## config.mk

```make
export PLATFORM = sky130hd
export DESIGN_NAME = dts_stack_mem
export DESIGN_NICKNAME = d
export VERILOG_FILES = /design/src/rtl/dag_topological_sort_macros.svh /design/src/rtl/dts_pkg.sv /design/src/rtl/dts_stack_mem.sv
export SDC_FILE = /design/constraint.sdc
export NUM_CORES = 1
export LEC_CHECK = 0
export BUFFER_PORTS_ARGS = -buffer_cell sky130_fd_sc_hd__buf_2
export CAP_MARGIN = 20
export CORE_MARGIN = 5
export CORE_UTILIZATION = 62
export DETAILED_ROUTE_END_ITERATION = 8
export PLACE_DENSITY = 0.79
export SLEW_MARGIN = 5
export SYNTH_ARGS = -nofsm -noshare
export SYNTH_HDL_FRONTEND = slang
export SYNTH_SLANG_ARGS = --single-unit
export TNS_END_PERCENT = 20
```

## constraint.sdc

```tcl
create_clock -name clk_i -period 2.49 [get_ports clk_i]
set_clock_uncertainty 0.05 [all_clocks]
set_input_delay 0.3735 -clock clk_i [delete_from_list [all_inputs] [get_ports clk_i]]
set_output_delay 0.3735 -clock clk_i [all_outputs]
set_load 0.02 [all_outputs]
```

## src/rtl/dag_topological_sort_macros.svh

```systemverilog
// ----------------------------------------------------------------------------
// DAG topological sorter assertion macros
// Concurrent assertion helpers used by the sorter's top-level RTL file.
// ----------------------------------------------------------------------------
`ifndef DAG_TOPOLOGICAL_SORT_MACROS_SVH
`define DAG_TOPOLOGICAL_SORT_MACROS_SVH

`ifndef SYNTHESIS
// Checks that a condition holds at every clock edge outside reset.
`define DTS_ASSERT(lbl, clk, rst_n, cond) \
  lbl: assert property (@(posedge clk) disable iff (!(rst_n)) (cond)) \
    else $error("dag_topological_sort: assertion failed");
// Checks that a consequent holds in the same cycle as its antecedent.
`define DTS_ASSERT_IMPL(lbl, clk, rst_n, ante, cons) \
  lbl: assert property (@(posedge clk) disable iff (!(rst_n)) (ante) |-> (cons)) \
    else $error("dag_topological_sort: implication failed");
`else
`define DTS_ASSERT(lbl, clk, rst_n, cond)
`define DTS_ASSERT_IMPL(lbl, clk, rst_n, ante, cons)
`endif

`endif

```

## src/rtl/dts_pkg.sv

```systemverilog
// ----------------------------------------------------------------------------
// DAG topological sorter package
// Sizes, payload types, opcodes, memory request structs and helper functions.
// ----------------------------------------------------------------------------
package dts_pkg;

  localparam int MaxVertices = 64;
  localparam int VertexW     = $clog2(MaxVertices);
  localparam int CountW      = $clog2(MaxVertices + 1);

  typedef logic [VertexW-1:0]     vertex_t;
  typedef logic [CountW-1:0]      count_t;
  typedef logic [MaxVertices-1:0] row_t;

  localparam count_t NumVerticesReset = count_t'(MaxVertices);

  typedef enum logic [1:0] {
    OpAddEdge = 2'd0,
    OpSort    = 2'd1,
    OpClear   = 2'd2
  } opcode_e;

  typedef struct packed {
    logic    rd_en;
    vertex_t rd_addr;
    logic    wr_en;
    vertex_t wr_addr;
    row_t    wr_data;
    logic    clear;
  } adj_req_t;

  typedef struct packed {
    logic    rd_en;
    vertex_t rd_addr;
    logic    wr_en;
    vertex_t wr_addr;
    vertex_t wr_data;
  } stk_req_t;

  // Bits below n set, all others clear.
  function automatic row_t mask_below(input count_t n);
    row_t m;
    for (int i = 0; i < MaxVertices; i++) begin
      m[i] = (count_t'(i) < n);
    end
    return m;
  endfunction

  // Index of the lowest set bit, zero when none is set.
  function automatic vertex_t first_set(input row_t r);
    vertex_t idx;
    idx = '0;
    for (int i = MaxVertices - 1; i >= 0; i--) begin
      if (r[i]) begin
        idx = vertex_t'(i);
      end
    end
    return idx;
  endfunction

endpackage

```

## src/rtl/dts_stack_mem.sv

```systemverilog
// ----------------------------------------------------------------------------
// Search and finish stack memory
// Search frames grow from the bottom, finished vertices from the top.
// ----------------------------------------------------------------------------
module dts_stack_mem (
  input  logic              clk_i,
  input  dts_pkg::stk_req_t req_i,
  output dts_pkg::vertex_t  rd_data_o
);

  dts_pkg::vertex_t mem_q [dts_pkg::MaxVertices];
  dts_pkg::vertex_t rdata_q;

  always_ff @(posedge clk_i) begin
    if (req_i.wr_en) begin
      mem_q[req_i.wr_addr] <= req_i.wr_data;
    end
    if (req_i.rd_en) begin
      rdata_q <= mem_q[req_i.rd_addr];
    end
  end

  assign rd_data_o = rdata_q;

endmodule

```

==> results.cfg <==
[setup_path]
cp_cell_sequence = mux4_2 -> nor2b_1 -> a211oi_1 -> a21oi_1 -> a32o_1
cp_max_fo = 1
endpoint_kind = flip-flop
reg2reg_slack_ns = 0.53
worstSetupPathType = flip-flop to flip-flop
cp-start-kind = flip-flop
slowest_stage = mux4_2
max_stage_delay_ns = 0.50
critPathRequiredTime_ns = 2.70
worstPathArrival_ns = 2.17
cp_top_family = compound AO/OA/AOI/OAI gates
critPathBufInv = 0

[clock_network]
post-cts-setup-buffers = 0
cts_resized = 0
max-clock-path-buffers = 3
clk_latency_ns = 0.52
clk_pin_slew_worst_paths_ns = 0.06
numCtsBuffers = 37
cts_root_buffer = clkbuf_16
cts_tree = done
clock_sinks = 390
htree_num_levels = 2
hold_buffers = 0

[power_and_ir_drop]
p_leak_nw = 5.74
ir_drop_mv = 0.607
p_per_area_mw_per_mm2 = 752
finalPower_mw = 13.3

[drt]
routedWlPerCell_um = 27.7
vias = 7818
dr.pass1.iters = 5
drtIter0Drc = 987
drc = 0
ant_nets = 0
drt_wl_total_mm = 33.2
viasPerCell = 6.52

[die]
io-pin-count = 27
initial_utilization = 0.629
dieArea_sq_mm = 0.0279
die_y_um = 167
die_width_um = 167
core_sq_mm = 0.0243
num_rows = 57

[placed_design]
place_congestion = 0.818
dp_hpwl_mm = 21.0
place_area_sq_mm = 0.0165
port_buffers = 26

[yosys]
ys_seq_elements = 390
netlist_instances = 720
yosysWarnings = 0
syn-cell-area_sq_mm = 0.0153
ys_seq_area_frac = 0.766
synth.distinct_cells = 36
synth_area_per_cell_sq_um = 21.2
syn-num-nets = 741

[timing]
hold_violations = 0
timing.final.crit_share = 0.786
slew_headroom = 0.526
fmaxAchievable_mhz = 511
post-route-min-period_ns = 1.96
timing.hold.ws_ns = 0.160
finalSetupViolCount = 0
slew_violations = 0
tightestPinTransition_ns = 0.711
setup_tns_ns = 0
rsz0062_at_grt = no

[flow_run]
cap_violations = 0

[cells_and_area]
fin_area_sq_mm = 0.0176
drive_gt1_frac = 0.321
fillers = 1333
diodes = 0
syn_to_final_growth_pct = 15.5
fin_nets = 874

[global_routing]
grt.overflow.total = 0
grt_pass1_wl_mm = 50.6
antenna_found_initial = 0
grt_pass1_vias = 8242
grt_use_total = 0.243
grt_max_degree = 65

[status]
status = complete, no violations

[min_path]
hold_class = input port to flip-flop
stage by stage:
stage | instances | setup WS, ns | util
6_report | 1200 | 0.533 | 0.726
2_1_floorplan | 720 | 0.381 | -
5_1_grt | 1200 | 0.461 | 0.726
4_1_cts | 1198 | 0.557 | 0.724
3_5_place_dp | 1136 | 0.0706 | 0.678
3_3_place_gp | 1136 | 0.0936 | 0.678
path summary, 6_finish.rpt:
check                 end  cells after the start    startpoint
min          rd_data_o[4]                      1     req_i[19]
max          rd_data_o[0]                      5  mem_q[43][0]
min reg2reg  rd_data_o[0]                      4  mem_q[39][0]
max reg2reg  rd_data_o[0]                      5  mem_q[43][0]
cells by family after synthesis:
family | synth area share
multiplexers | 0.155
flip-flops | 0.766
AO/OA/AOI/OAI | 0.0259
AND/OR/NAND/NOR | 0.0366
buffers and inverters | 0.0165
state kept, by name, indices dropped and copies added, names as in the netlist:
name and count:
rd_data_o 6, mem_q 384
placed cells by master, fill, tap and decap left out, drive strengths merged, types with 2 or more instances in the layout:
cell type,netlist,final
nand2b,5,5
nor2b,8,8
mux4,93,93
nand4,2,2
a32o,3,3
a22oi,3,3
nand2,8,8
edfxtp,390,390
clkinv,0,14
o22a,6,6
or3,2,2
mux2i,15,15
a221oi,3,3
or3b,2,2
o21ai,6,6
mux2,9,9
o221ai,9,9
nand3,11,11
nor3,5,5
a211oi,6,6
nand3b,4,4
a21oi,6,6
clkbuf,16,44
o22ai,12,12
or2,2,2
buf,23,133
bufinv,0,3
nor2,67,67
synth_stat cells:
cell / instances / share of area
nor3b_1: 1 / 0.00049
a221oi_1: 3 / 0.0017
or3b_2: 2 / 0.0011
a21oi_1: 6 / 0.0020
and3b_1: 1 / 0.00057
buf_6: 5 / 0.0037
nand2_1: 8 / 0.0020
o22a_1: 6 / 0.0034
o221ai_1: 9 / 0.0052
mux2_2: 9 / 0.0066
nand3_1: 11 / 0.0036
mux4_1: 6 / 0.010
nand2b_1: 5 / 0.0020
a32o_1: 3 / 0.0020
edfxtp_1: 390 / 0.77
nand4b_1: 1 / 0.00057
buf_12: 2 / 0.0026
a22oi_1: 2 / 0.00098
or2_2: 2 / 0.00082
mux4_2: 87 / 0.13
a211oi_1: 6 / 0.0029
nor3_1: 5 / 0.0016
mux2i_1: 15 / 0.0098
nor2b_1: 8 / 0.0033
buf_2: 13 / 0.0043
o21ai_1: 6 / 0.0020
clkbuf_1: 16 / 0.0039
o22ai_1: 12 / 0.0049
nor2_1: 67 / 0.016
nand3b_1: 4 / 0.0020
a22oi_2: 1 / 0.00082
nand4_1: 2 / 0.00082
and2_0: 1 / 0.00041
or3_1: 2 / 0.00082
buf_4: 2 / 0.00098
buf_8: 1 / 0.00098
worst reg2reg max path, delay by kind of cell, from the launching register on:
kind / cells / cell delay, ns
DFF: 1 / 0.40
muxes: 1 / 0.50
and+or+nand+nor: 1 / 0.15
AOI/OAI and AO/OA: 3 / 0.61
routing by layer:
metal	GRT usage	wire, um	up-vias
li1	-	-	3277
met1	0.342	12300	3965
met2	0.384	16300	513
met3	0.0642	3750	63
met4	0.0708	908	0
met5	0	0	-
where the power goes:
group	internal, mW	switching [mW]
registers	7.28	0.0188
clock network	3.02	2.22
logic	0.300	0.429
total	10.6	2.66
layout make-up:
type                       count  area [sq um]  share of cell area
clock buffer                  44           952              0.0539
clock inverter                18           158             0.00893
multi-input combinational    291          3320               0.188
sequential                   390         11700               0.664
tap                          324           405              0.0230
timing repair buffer         133          1100              0.0623
No activity file was read; power rests on OpenSTA's default activity.
